==> config.mk <==
export PLATFORM = sky130hd
export DESIGN_NAME = imu_batch_deframer_core
export DESIGN_NICKNAME = d
export VERILOG_FILES = /design/src/design/ibd_pkg.sv /design/src/design/imu_batch_deframer_core.sv /design/src/design/ibd_in_reg.sv /design/src/design/ibd_frame_ctl.sv /design/src/design/ibd_out_reg.sv
export SDC_FILE = /design/constraint.sdc
export NUM_CORES = 1
export LEC_CHECK = 0
export ABC_AREA = 1
export BUFFER_PORTS_ARGS = -buffer_cell sky130_fd_sc_hd__buf_2
export CORE_AREA = 10 10 154 156
export DETAILED_ROUTE_END_ITERATION = 8
export DIE_AREA = 0 0 164 166
export PLACE_DENSITY = 0.57
export SYNTH_ARGS = -nofsm -noshare
export SYNTH_HDL_FRONTEND = slang
export SYNTH_SLANG_ARGS = --single-unit
==> constraint.sdc <==
create_clock -name clk_i -period 5 [get_ports clk_i]
set_input_delay 0.5 -clock clk_i [delete_from_list [all_inputs] [get_ports clk_i]]
set_output_delay 0.5 -clock clk_i [all_outputs]
set_load 0.02 [all_outputs]
==> src/design/ibd_pkg.sv <==
// ----------------------------------------------------------------------------
// IMU batch deframer package
// Shared types and constants for the sync/length framed byte deframer.
// ----------------------------------------------------------------------------
package ibd_pkg;

  localparam int unsigned MAX_SAMPLES = 7;
  localparam int unsigned CNT_W       = 3;
  localparam int unsigned SAMPLE_W    = 5;
  localparam int unsigned LEN_W       = 8;

  localparam logic [7:0]  MAX_SAMPLES_B = 8'(MAX_SAMPLES);
  localparam logic [7:0]  SYNC_RESET    = 8'hAA;

  typedef enum logic [1:0] {
    EV_WORD   = 2'd0,
    EV_EMPTY  = 2'd1,
    EV_REJECT = 2'd2
  } event_e;

  typedef enum logic [1:0] {
    KIND_MAG   = 2'd0,
    KIND_ACCEL = 2'd1,
    KIND_GYRO  = 2'd2
  } kind_e;

  localparam logic [1:0] AXIS_Z = 2'd2;

  typedef struct packed {
    event_e           event_res;
    logic [31:0]      word;
    kind_e            sensor_kind;
    logic [CNT_W-1:0] sample_index;
    logic [1:0]       axis;
    logic             last_word;
  } result_t;

endpackage

==> src/design/imu_batch_deframer_core.sv <==
// ----------------------------------------------------------------------------
// IMU batch deframer core
// Byte stream deframer: sync hunt, three count header, tagged payload words.
// ----------------------------------------------------------------------------
// Usage:
// Bytes enter on the input channel (in_valid_i, in_stall_o, data_byte_i), one
// beat per byte. Results leave on the output channel (out_valid_o,
// out_stall_i) as one beat carrying event code, word and tag fields.
// A byte produces at most one result beat. The byte is held in the input
// register until the frame logic consumes it; the frame logic is combinational
// and the output register loads the result when the byte is consumed, so the
// result is presented from the output register.
// Throughput is one byte per cycle while the receiver does not stall the
// output; the frame logic updates its state for each consumed byte.
// The user must write the sync byte (0xAA after reset) on the cfg channel
// (cfg_valid_i, cfg_ready_o, cfg_data_i) while the block is idle; unenforced.
// Reset puts the block in sync hunt and empties both registers.
// When the receiver stalls, the output beat holds; one more byte can be
// taken into the input register before in_stall_o rises.
// ----------------------------------------------------------------------------
module imu_batch_deframer_core (
  input  logic        clk_i,
  input  logic        rst_ni,
  input  logic        in_valid_i,
  output logic        in_stall_o,
  input  logic [7:0]  data_byte_i,
  output logic        out_valid_o,
  input  logic        out_stall_i,
  output logic [1:0]  event_res_o,
  output logic [31:0] word_o,
  output logic [1:0]  sensor_kind_o,
  output logic [2:0]  sample_index_o,
  output logic [1:0]  axis_o,
  output logic        last_word_o,
  input  logic        cfg_valid_i,
  output logic        cfg_ready_o,
  input  logic [7:0]  cfg_data_i
);
  import ibd_pkg::*;

  logic       adv;
  logic       s1_valid;
  logic [7:0] s1_byte;
  logic       fire;
  logic       res_valid;
  result_t    res;
  result_t    out_res;
  logic [7:0] sync_q;

  assign adv         = !out_valid_o || !out_stall_i;
  assign fire        = s1_valid && adv;
  assign cfg_ready_o = 1'b1;

  always_ff @(posedge clk_i or negedge rst_ni) begin
    if (!rst_ni) begin
      sync_q <= SYNC_RESET;
    end else if (cfg_valid_i) begin
      sync_q <= cfg_data_i;
    end
  end

  ibd_in_reg u_in_reg (
    .clk_i       (clk_i),
    .rst_ni      (rst_ni),
    .in_valid_i  (in_valid_i),
    .data_byte_i (data_byte_i),
    .adv_i       (adv),
    .in_stall_o  (in_stall_o),
    .valid_o     (s1_valid),
    .byte_o      (s1_byte)
  );

  ibd_frame_ctl u_frame_ctl (
    .clk_i        (clk_i),
    .rst_ni       (rst_ni),
    .fire_i       (fire),
    .byte_i       (s1_byte),
    .sync_value_i (sync_q),
    .res_valid_o  (res_valid),
    .res_o        (res)
  );

  ibd_out_reg u_out_reg (
    .clk_i       (clk_i),
    .rst_ni      (rst_ni),
    .adv_i       (adv),
    .res_valid_i (fire && res_valid),
    .res_i       (res),
    .out_valid_o (out_valid_o),
    .res_o       (out_res)
  );

  assign event_res_o    = out_res.event_res;
  assign word_o         = out_res.word;
  assign sensor_kind_o  = out_res.sensor_kind;
  assign sample_index_o = out_res.sample_index;
  assign axis_o         = out_res.axis;
  assign last_word_o    = out_res.last_word;

`ifndef SYNTH
  a_event_fields_zero: assert property (@(posedge clk_i) disable iff (!rst_ni)
    out_valid_o && (event_res_o != EV_WORD) |->
      (word_o == '0) && (sensor_kind_o == '0) && (sample_index_o == '0) &&
      (axis_o == '0) && !last_word_o)
    else $error("event beat carries nonzero payload fields");

  a_word_tag_range: assert property (@(posedge clk_i) disable iff (!rst_ni)
    out_valid_o && (event_res_o == EV_WORD) |->
      (axis_o != 2'd3) && (sensor_kind_o != 2'd3))
    else $error("payload beat has an illegal tag");

  a_stall_cause: assert property (@(posedge clk_i) disable iff (!rst_ni)
    in_stall_o |-> out_valid_o && out_stall_i)
    else $error("input stalled while output path is free");

  a_no_result_without_byte: assert property (@(posedge clk_i) disable iff (!rst_ni)
    !out_valid_o && !s1_valid |=> !out_valid_o)
    else $error("result beat without an accepted byte");
`endif
endmodule

==> src/design/ibd_in_reg.sv <==
// ----------------------------------------------------------------------------
// Input register
// Captures one byte beat from the input channel and holds it until the
// frame logic consumes it.
// ----------------------------------------------------------------------------
module ibd_in_reg (
  input  logic       clk_i,
  input  logic       rst_ni,
  input  logic       in_valid_i,
  input  logic [7:0] data_byte_i,
  input  logic       adv_i,
  output logic       in_stall_o,
  output logic       valid_o,
  output logic [7:0] byte_o
);
  logic       valid_q;
  logic [7:0] byte_q;
  logic       load;

  assign load       = !valid_q || adv_i;
  assign in_stall_o = !load;

  always_ff @(posedge clk_i or negedge rst_ni) begin
    if (!rst_ni) begin
      valid_q <= 1'b0;
    end else if (load) begin
      valid_q <= in_valid_i;
    end
  end

  always_ff @(posedge clk_i) begin
    if (load && in_valid_i) begin
      byte_q <= data_byte_i;
    end
  end

  assign valid_o = valid_q;
  assign byte_o  = byte_q;
endmodule

==> src/design/ibd_frame_ctl.sv <==
// ----------------------------------------------------------------------------
// Frame control
// Sync hunt, header count check and payload word assembly with tagging.
// Produces at most one result per consumed byte.
// ----------------------------------------------------------------------------
module ibd_frame_ctl (
  input  logic              clk_i,
  input  logic              rst_ni,
  input  logic              fire_i,
  input  logic [7:0]        byte_i,
  input  logic [7:0]        sync_value_i,
  output logic              res_valid_o,
  output ibd_pkg::result_t  res_o
);
  import ibd_pkg::*;

  localparam logic [1:0] PH_SYNC    = 2'd0;
  localparam logic [1:0] PH_HEADER  = 2'd1;
  localparam logic [1:0] PH_PAYLOAD = 2'd2;

  logic [1:0]          phase_q, phase_d;
  logic [1:0]          hdr_pos_q, hdr_pos_d;
  logic [CNT_W-1:0]    mag_q, mag_d;
  logic [CNT_W-1:0]    acc_q, acc_d;
  logic                too_q, too_d;
  logic [LEN_W-1:0]    pos_q, pos_d;
  logic [LEN_W-1:0]    len_q, len_d;
  logic [23:0]         part_q, part_d;
  logic [SAMPLE_W-1:0] gs_q, gs_d;
  logic [1:0]          axis_q, axis_d;

  logic [SAMPLE_W-1:0] sum;
  logic [LEN_W-1:0]    len_new;
  logic [SAMPLE_W-1:0] mag_w, acc_w, rel_acc, rel_gyro;
  logic [LEN_W:0]      pos_inc;
  logic                last;

  assign mag_w    = SAMPLE_W'(mag_q);
  assign acc_w    = SAMPLE_W'(acc_q);
  assign sum      = mag_w + acc_w + SAMPLE_W'(byte_i[CNT_W-1:0]);
  assign len_new  = {sum, 3'b000} + {1'b0, sum, 2'b00};
  assign rel_acc  = gs_q - mag_w;
  assign rel_gyro = gs_q - mag_w - acc_w;
  assign pos_inc  = {1'b0, pos_q} + 1'b1;
  assign last     = pos_inc >= {1'b0, len_q};

  always_comb begin
    phase_d     = phase_q;
    hdr_pos_d   = hdr_pos_q;
    mag_d       = mag_q;
    acc_d       = acc_q;
    too_d       = too_q;
    pos_d       = pos_q;
    len_d       = len_q;
    part_d      = part_q;
    gs_d        = gs_q;
    axis_d      = axis_q;
    res_valid_o = 1'b0;
    res_o       = '0;

    if (fire_i) begin
      case (phase_q)
        PH_HEADER: begin
          too_d = too_q || (byte_i > MAX_SAMPLES_B);
          if (hdr_pos_q == 2'd0) begin
            mag_d     = byte_i[CNT_W-1:0];
            hdr_pos_d = 2'd1;
          end else if (hdr_pos_q == 2'd1) begin
            acc_d     = byte_i[CNT_W-1:0];
            hdr_pos_d = 2'd2;
          end else begin
            hdr_pos_d = 2'd0;
            phase_d   = PH_SYNC;
            if (too_d) begin
              too_d           = 1'b0;
              res_valid_o     = 1'b1;
              res_o.event_res = EV_REJECT;
            end else begin
              len_d = len_new;
              if (len_new == '0) begin
                res_valid_o     = 1'b1;
                res_o.event_res = EV_EMPTY;
              end else begin
                pos_d   = '0;
                part_d  = '0;
                gs_d    = '0;
                axis_d  = '0;
                phase_d = PH_PAYLOAD;
              end
            end
          end
        end
        PH_PAYLOAD: begin
          pos_d = pos_inc[LEN_W-1:0];
          case (pos_q[1:0])
            2'd0: part_d[7:0]   = byte_i;
            2'd1: part_d[15:8]  = byte_i;
            2'd2: part_d[23:16] = byte_i;
            default: begin
              res_valid_o     = 1'b1;
              res_o.event_res = EV_WORD;
              res_o.word      = {byte_i, part_q};
              res_o.axis      = axis_q;
              res_o.last_word = last;
              if (gs_q < mag_w) begin
                res_o.sensor_kind  = KIND_MAG;
                res_o.sample_index = gs_q[CNT_W-1:0];
              end else if (rel_acc < acc_w) begin
                res_o.sensor_kind  = KIND_ACCEL;
                res_o.sample_index = rel_acc[CNT_W-1:0];
              end else begin
                res_o.sensor_kind  = KIND_GYRO;
                res_o.sample_index = rel_gyro[CNT_W-1:0];
              end
              part_d = '0;
              if (axis_q == AXIS_Z) begin
                axis_d = '0;
                gs_d   = gs_q + 1'b1;
              end else begin
                axis_d = axis_q + 1'b1;
              end
              if (last) begin
                phase_d = PH_SYNC;
                pos_d   = '0;
              end
            end
          endcase
        end
        default: begin
          if (byte_i == sync_value_i) begin
            phase_d   = PH_HEADER;
            hdr_pos_d = 2'd0;
            too_d     = 1'b0;
          end else begin
            phase_d = PH_SYNC;
          end
        end
      endcase
    end
  end

  always_ff @(posedge clk_i or negedge rst_ni) begin
    if (!rst_ni) begin
      phase_q   <= PH_SYNC;
      hdr_pos_q <= '0;
      mag_q     <= '0;
      acc_q     <= '0;
      too_q     <= 1'b0;
      pos_q     <= '0;
      len_q     <= '0;
      part_q    <= '0;
      gs_q      <= '0;
      axis_q    <= '0;
    end else begin
      phase_q   <= phase_d;
      hdr_pos_q <= hdr_pos_d;
      mag_q     <= mag_d;
      acc_q     <= acc_d;
      too_q     <= too_d;
      pos_q     <= pos_d;
      len_q     <= len_d;
      part_q    <= part_d;
      gs_q      <= gs_d;
      axis_q    <= axis_d;
    end
  end
endmodule

==> src/design/ibd_out_reg.sv <==
// ----------------------------------------------------------------------------
// Output register
// Holds one result beat until the receiver takes it.
// ----------------------------------------------------------------------------
module ibd_out_reg (
  input  logic             clk_i,
  input  logic             rst_ni,
  input  logic             adv_i,
  input  logic             res_valid_i,
  input  ibd_pkg::result_t res_i,
  output logic             out_valid_o,
  output ibd_pkg::result_t res_o
);
  import ibd_pkg::*;

  logic    valid_q;
  result_t res_q;

  always_ff @(posedge clk_i or negedge rst_ni) begin
    if (!rst_ni) begin
      valid_q <= 1'b0;
    end else if (adv_i) begin
      valid_q <= res_valid_i;
    end
  end

  always_ff @(posedge clk_i) begin
    if (adv_i && res_valid_i) begin
      res_q <= res_i;
    end
  end

  assign out_valid_o = valid_q;
  assign res_o       = res_q;
endmodule
==> results of run 1 <==
## report_power, final
group | switching (µW) | internal (µW)
Sequential | 18.9 | 1010
Combinational | 235 | 156
Clock | 435 | 794
Total | 689 | 1960
## per-stage QoR
stage	cells	hold WS, ps
floorplan	700	204
global placement	1031	464
detailed placement	1031	466
CTS	1063	235
global route	1063	240
finish	1063	256
## placed cells by master, fill, tap and decap left out, types with 3 or more instances in the layout
cell type	n
a21oi_1	12
buf_2	64
bufinv_16	3
clkbuf_16	17
clkinv_1	3
clkinv_2	5
clkinv_4	3
dfrtp_1	62
dfstp_2	4
edfxtp_1	50
fa_1	5
ha_1	31
inv_1	104
nand2_1	200
nand2_2	3
nand3_1	36
nand4_1	13
nor2_1	100
nor2_4	4
o21ai_0	21
o21bai_1	4
xnor2_1	5
xor2_1	10
## cells in the mapped netlist, types with 2 or more instances
| library cell | n |
|---|---|
| clkbuf_1 | 5 |
| mux2_2 | 2 |
| buf_2 | 4 |
| or2_2 | 2 |
| dfstp_2 | 4 |
| nand3_2 | 2 |
| xnor2_1 | 5 |
| edfxtp_1 | 50 |
| nand2_2 | 3 |
| nor2_4 | 4 |
| o21ai_0 | 21 |
| nand2_1 | 200 |
| nor2_1 | 100 |
| ha_1 | 31 |
| xor2_1 | 10 |
| nand3_1 | 36 |
| fa_1 | 5 |
| clkinv_1 | 3 |
| inv_1 | 105 |
| nor2_2 | 2 |
| dfrtp_1 | 62 |
| o21bai_1 | 4 |
| nand3b_1 | 2 |
| a21oi_1 | 12 |
| nand4_1 | 13 |
## kinds of logic (layout without fill, tap and decap cells)
kind of cell / count (synthesis) / count (layout)
simple gates: 370 / 370
fa+ha+maj: 36 / 36
mux: 2 / 2
other cells: 1 / 1
compound gates: 41 / 41
buf+inv: 119 / 207
xor+xnor: 15 / 15
flops: 116 / 116
## critical path, stage by stage, from the launching register on
cell	delay (ps)
dfrtp_1	400
ha_1	240
fa_1	510
inv_1	60
fa_1	530
inv_1	90
ha_1	210
fa_1	410
xnor2_1	210
nand3_1	100
nor2_1	170
nand2_1	90
nand2_1	90
nand2_1	60
nand2_1	50
nand2_1	80
inv_2	220
buf_12	240
## layout make-up
class,instances,area [µm²]
Clock buffer,19,443
Clock inverter,13,158
Fill cell,2179,13400
Inverter,109,409
Multi-Input combinational cell,465,2450
Sequential cell,116,3160
Tap cell,275,344
Timing Repair Buffer,66,348
## state kept, by name (all words and copies together) (netlist names)
register,cells
u_in_reg.byte_o,8
u_frame_ctl.len_q,6
u_frame_ctl.phase_q,2
u_frame_ctl.gs_q,5
u_out_reg.res_o,42
u_frame_ctl.hdr_pos_q,2
u_frame_ctl.acc_q,3
u_frame_ctl.part_q,24
u_frame_ctl.too_q,1
u_frame_ctl.mag_q,3
sync_q,8
u_frame_ctl.axis_q,2
u_out_reg.out_valid_o,1
u_frame_ctl.pos_q,8
u_in_reg.valid_o,1
## metal layers
metal	track usage	share of wire	vias to the layer above
li1	-	-	2363
met1	0.140	0.46	2150
met2	0.167	0.47	81
met3	0.0250	0.047	12
met4	0.0505	0.015	0
met5	0	0	-
## worst paths after layout
path | startpoint | slack [ps] | to | cells past startpoint
min reg2reg | u_frame_ctl.part_q[14]$_DFFE_PN0P_ | 470 | u_frame_ctl.part_q[14]$_DFFE_PN0P_ | 2
max in group asynchronous | rst_ni | 4150 | u_frame_ctl.part_q[5]$_DFFE_PN0P_ | 2
min | data_byte_i[5] | 260 | u_in_reg.byte_o[5]$_DFFE_PP_ | 1
max | u_frame_ctl.acc_q[0]$_DFFE_PN0P_ | 880 | u_out_reg.res_o[11]$_SDFFCE_PP0P_ | 17
max reg2reg | u_frame_ctl.acc_q[0]$_DFFE_PN0P_ | 880 | u_out_reg.res_o[11]$_SDFFCE_PP0P_ | 17
min in group asynchronous | rst_ni | 290 | u_frame_ctl.acc_q[2]$_DFFE_PN0P_ | 2
==> flow_summary_export.csv, run 1 <==
group,metric,value,unit
route,drt_iter0_markers,252,
route,drc,0,
cells_and_area,fin_util,0.353,
clock_network,cts.path.max_buffers,2,
timing,tightest_slew,873,ps
cells_and_area,syn2layout_area_growth,20.5,%
placement,dpl.hpwl,10.3,mm
timing,setup_tns,0,ps
placement,io_buffers,64,
floorplanning,core_area,0.0207,mm²
timing,rsz0062_at_grt,"false",
cells_and_area,drive_gt1_frac,0.157,
clock_network,htreeDepth,4,
logic_synthesis,synth_xor_area_frac,0.0217,
logic_synthesis,synth-simple-area-share,0.261,
run_status,outcome,"finished clean",
logic_synthesis,synth_async_sr_flop_share,0.569,
logic_synthesis,avgSynthCellArea,8.67,µm²
route,ant_nets,0,
power_and_ir_drop,power_density,363,mW/mm²
logic_synthesis,yosysTopAreaCell,"dfrtp_1",
global_routing,antenna_found_initial,0,
clock_network,cts_resized,0,
logic_synthesis,ys.flop_type,"dfrtp_1",
timing,finalHoldViolCount,0,
placement,place_ws,889,ps
timing,fin_crit,4120,ps
global_routing,grt_max_degree,67,
timing,slew_headroom,0.418,
global_routing,first_global_vias,4687,
power_and_ir_drop,p_total,2650,µW
clock_network,cts_sinks,116,
cells_and_area,antenna-diode-count,0,
logic_synthesis,synth_fa_ha_area_frac,0.0804,
setup_path,start_kind,"flip-flop",
timing,finClkSkew,9.39,ps
logic_synthesis,synthMuxAreaShare,0.00371,
cells_and_area,nNetsFinal,832,
logic_synthesis,synth_top_cells_by_area,"dfrtp_1 (26%), edfxtp_1 (25%), nand2_1 (12%)",
placement,place_area,0.00671,mm²
floorplanning,start_util,0.293,
min_path,hold_class,"input pin to flip-flop",
global_routing,grt-ovfl-total,0,
route,routed_wl,13.9,mm
logic_synthesis,synth_area,0.00607,mm²
floorplanning,die-area,0.0272,mm²
logic_synthesis,netlist.area_leader.share,0.256,
power_and_ir_drop,power.leakage,0.00331,µW
logic_synthesis,synth-seq-area-share,0.521,
setup_path,cp_max_fo,33,
setup_path,crit_required,5100,ps
global_routing,grt_pass1_wl,23.5,mm
setup_path,crit_arrival,4230,ps
clock_network,cts_setup_buffers,0,
floorplanning,die_h,166,µm
clock_network,clkTransAtPathRegs,60,ps
timing,post-route-period-util,0.825,
clock_network,clock_latency,420,ps
logic_synthesis,synth_edf_count,50,
timing,fmax,0.242,GHz
logic_synthesis,synthCells,700,
logic_synthesis,yosys_warnings,0,
logic_synthesis,synth_compound_area_frac,0.0373,
power_and_ir_drop,peakVddDrop,0.247,mV
route,dr.pass1.iters,5,
floorplanning,row_count,53,
run,cap_violations,0,
logic_synthesis,yosys_register_bits,116,
clock_network,cts_hold_buf,0,
floorplanning,io_pins,66,
placement,place_congestion,0.837,
logic_synthesis,yosys.cell_types.count,38,
clock_network,cts_tree,"done",
timing,setup_viol,0,
clock_network,numCtsBuffers,17,
clock_network,cts_root_buffer,"clkbuf_16",
timing,slew_viol_final,0,
route,vias,4606,
route,post_drt_via_cell_ratio,4.33,
route,wl_per_cell,13.1,µm
logic_synthesis,synth_nets,757,
global_routing,grt_use_total,0.108,
logic_synthesis,synth_top_family_by_area,"simple AND/OR/NAND/NOR gates",
floorplanning,die_width,164,µm
timing,fin_ws,875,ps
setup_path,end_kind,"flip-flop",
setup_path,path_class,"flip-flop to flip-flop",
cells_and_area,stdcell_area,0.00731,mm²
Note: power is estimated with default switching activity, not from simulation.
==> run 2, diff against run 1 <==
--- a/config.mk
+++ b/config.mk
@@ -10,7 +10,7 @@
 export CORE_AREA = 10 10 154 156
 export DETAILED_ROUTE_END_ITERATION = 8
 export DIE_AREA = 0 0 164 166
-export PLACE_DENSITY = 0.57
+export PLACE_DENSITY = 0.58
 export SYNTH_ARGS = -nofsm -noshare
 export SYNTH_HDL_FRONTEND = slang
 export SYNTH_SLANG_ARGS = --single-unit
==> constraint.sdc (replaced) <==
create_clock -name clk_i -period 3.5 [get_ports clk_i]
set_input_delay 0.35 -clock clk_i [delete_from_list [all_inputs] [get_ports clk_i]]
set_output_delay 0.35 -clock clk_i [all_outputs]
set_load 0.02 [all_outputs]
==> run 2 against run 1 <==
The flow now finishes with violations (setup timing). Non-clock buffer count rose by 47. Final cell count rose by 4.4%. Clock skew barely moved. Routed wire length rose by 6.1%. Global-route usage rose by 0.18 points. Register-to-register slack got worse by 1200 ps.
==> flow_summary_export.csv, run 2 (synthesized netlist as in run 1, its figures left out) <==
group,metric,value,unit
power_and_ir_drop,power_frac_clock,0.441,
placement,dpl.hpwl,10.6,mm
timing,fmax,0.260,GHz
clock_network,numCtsBuffers,17,
placement,place_area,0.00699,mm²
timing,fin_ws,-341,ps
setup_path,max_stage_delay,590,ps
timing,tightest_slew,704,ps
setup_path,start_kind,"flip-flop",
global_routing,grt_max_degree,40,
placement,place_ws,-184,ps
power_and_ir_drop,power.net_switching,1180,µW
min_path,hold_class,"input pin to flip-flop",
route,vias,4802,
global_routing,grt-ovfl-total,0,
setup_path,cp_max_fo,8,
floorplanning,core_area,0.0207,mm²
timing,rsz0062_at_grt,"true",
floorplanning,io_pins,66,
route,drt_iter0_markers,263,
placement,io_buffers,64,
power_and_ir_drop,peakVddDrop,0.352,mV
clock_network,clock_latency,430,ps
timing,finClkSkew,9.04,ps
cells_and_area,layout_commonest_cell,"nand2_1",
setup_path,crit_chain,"ha_2, fa_1, inv_2, fa_1, inv_2, ha_4, fa_2, buf_6, nand3_2, nand3_2, inv_1, nand2_1, nand2_2, nand2_2, nand2_2, nand2_2, nand2_2, nand2_4, clkinvlp_4, buf_12, clkbuf_16",
setup_path,path_common_cell,"nand2_2",
placement,place_congestion,0.834,
route,routed_wl,14.8,mm
cells_and_area,fillers,2087,
clock_network,cts_sinks,116,
clock_network,cts_root_buffer,"clkbuf_16",
run_status,outcome,"finished with violations",
setup_path,crit_buf_inv,7,
run_status,violations,"setup timing",
cells_and_area,multi_input_area,0.00264,mm²
floorplanning,die_h,166,µm
setup_path,cp_top_family,"adder cells",
power_and_ir_drop,seqPwrFrac,0.334,
power_and_ir_drop,switching_share,0.269,
global_routing,antenna_found_initial,0,
cells_and_area,layout_common_cells,"nand2_1 (185), inv_1 (100), nor2_1 (96), buf_2 (64), dfrtp_1 (62)",
route,wl_per_cell,13.3,µm
clock_network,clkTransAtPathRegs,60,ps
cells_and_area,largest_register_ff_count,42,
setup_path,cpMaxStageDelayCell,"fa_1",
power_and_ir_drop,combinationalPowerShare,0.225,
global_routing,first_global_vias,4801,
setup_path,path_class,"flip-flop to flip-flop",
run,cap_violations,0,
clock_network,cts.path.max_buffers,2,
route,dr.pass1.iters,4,
setup_path,crit_required,3640,ps
power_and_ir_drop,power_density,548,mW/mm²
timing,slew_viol_final,0,
cells_and_area,syn2layout_area_growth,32.3,%
setup_path,crit_arrival,3980,ps
power_and_ir_drop,intPower,3210,µW
clock_network,cts_tree,"done",
timing,finalHoldViolCount,0,
floorplanning,die_width,164,µm
cells_and_area,fin_util,0.388,
min_path,min_path_cells,1,
global_routing,grt_pass1_wl,23.9,mm
timing,holdWs,97.3,ps
setup_path,r2r_cells,21,
floorplanning,row_count,53,
timing,setup_viol,82,
power_and_ir_drop,power.leakage,0.00362,µW
clock_network,htreeDepth,4,
cells_and_area,antenna-diode-count,0,
global_routing,grt_use_total,0.110,
timing,post-route-period-util,1.10,
setup_path,end_kind,"flip-flop",
cells_and_area,stdcell_area,0.00803,mm²
cells_and_area,drive_gt1_frac,0.251,
route,post_drt_via_cell_ratio,4.33,
setup_path,path_depth,21,
setup_path,ff2ff_setup_slack,-340,ps
cells_and_area,nNetsFinal,879,
route,drc,0,
route,ant_nets,0,
timing,fin_crit,3840,ps
floorplanning,start_util,0.293,
cells_and_area,ff_latch_area,0.00316,mm²
floorplanning,die-area,0.0272,mm²
timing,slew_headroom,0.531,
run 2: changes by cell type in the layout (fill, tap and decap cells not counted), sizes merged:
cell / delta
clkinv: -5
dlygate4sd3: +1
buf: +44
clkbuf: +3
bufinv: +2
inv: -2
clkinvlp: +4
run 2: timing repair:
action,CTS,global route
gates resized for setup,7,39
pin swaps,16,38
gates cloned,0,2
hold buffers,1,0
endpoints found under the setup margin,79,84
buffers inserted,7,10
endpoints found under the hold margin,17,0
run 2: stage by stage:
| stage | std cells | power [µW] | TNS [ps] |
|---|---|---|---|
| 2_1_floorplan | 700 | 2000 | -11390 |
| 4_1_cts | 1098 | 4260 | -8920 |
| 6_report | 1110 | 4400 | -20150 |
| 5_1_grt | 1110 | 4610 | -35260 |
| 3_5_place_dp | 1058 | 2260 | -8770 |
| 3_3_place_gp | 1058 | 2250 | -4560 |
run 2: area by class of cell:
class | count | share of cell area
Multi-Input combinational cell | 465 | 0.329
Timing Repair Buffer | 113 | 0.101
Clock buffer | 20 | 0.0569
Sequential cell | 116 | 0.394
Tap cell | 275 | 0.0429
Inverter | 109 | 0.0518
Clock inverter | 12 | 0.0253
run 2: final timing paths:
| kind | start | end |
|---|---|---|
| worst max register to register | u_frame_ctl.acc_q[0]$_DFFE_PN0P_ | u_out_reg.res_o[0]$_SDFFCE_PP0P_ |
| worst min-delay path | data_byte_i[2] | u_in_reg.byte_o[2]$_DFFE_PP_ |
| min in group asynchronous | rst_ni | sync_q[0]$_DFFE_PN0P_ |
| worst min register to register | u_frame_ctl.part_q[19]$_DFFE_PN0P_ | u_frame_ctl.part_q[19]$_DFFE_PN0P_ |
| worst max-delay path | u_frame_ctl.acc_q[0]$_DFFE_PN0P_ | u_out_reg.res_o[0]$_SDFFCE_PP0P_ |
| max in group asynchronous | rst_ni | sync_q[5]$_DFFE_PN1P_ |
run 2: worst reg2reg max path, cell delays in order, from the launching register on:
cell and delay [ps]:
dfrtp_1 390, ha_2 210, fa_1 590, inv_2 50
fa_1 540, inv_2 70, ha_4 160, fa_2 400
buf_6 140, nand3_2 50, nand3_2 70, inv_1 60
nand2_1 60, nand2_2 70, nand2_2 60, nand2_2 80
nand2_2 50, nand2_2 80, nand2_4 60, clkinvlp_4 120
buf_12 120, clkbuf_16 150
run 2: routing by layer:
| layer | up-vias | global-route usage | wire length, µm | share of wire |
|---|---|---|---|---|
| met1 | 2245 | 0.139 | 6900 | 0.47 |
| met5 | - | 0 | 0 | 0 |
| met4 | 0 | 0.0350 | 229 | 0.015 |
| li1 | 2453 | - | - | - |
| met3 | 13 | 0.0387 | 836 | 0.057 |
| met2 | 91 | 0.171 | 6810 | 0.46 |
run 2: power groups by stage:
stage	clock network, µW	logic, µW	registers, µW
finish	1940	988	1470
detailed placement	0	769	1500
global placement	0	754	1490
global route	2030	1110	1470
CTS	1970	820	1470
floorplan	0	508	1490
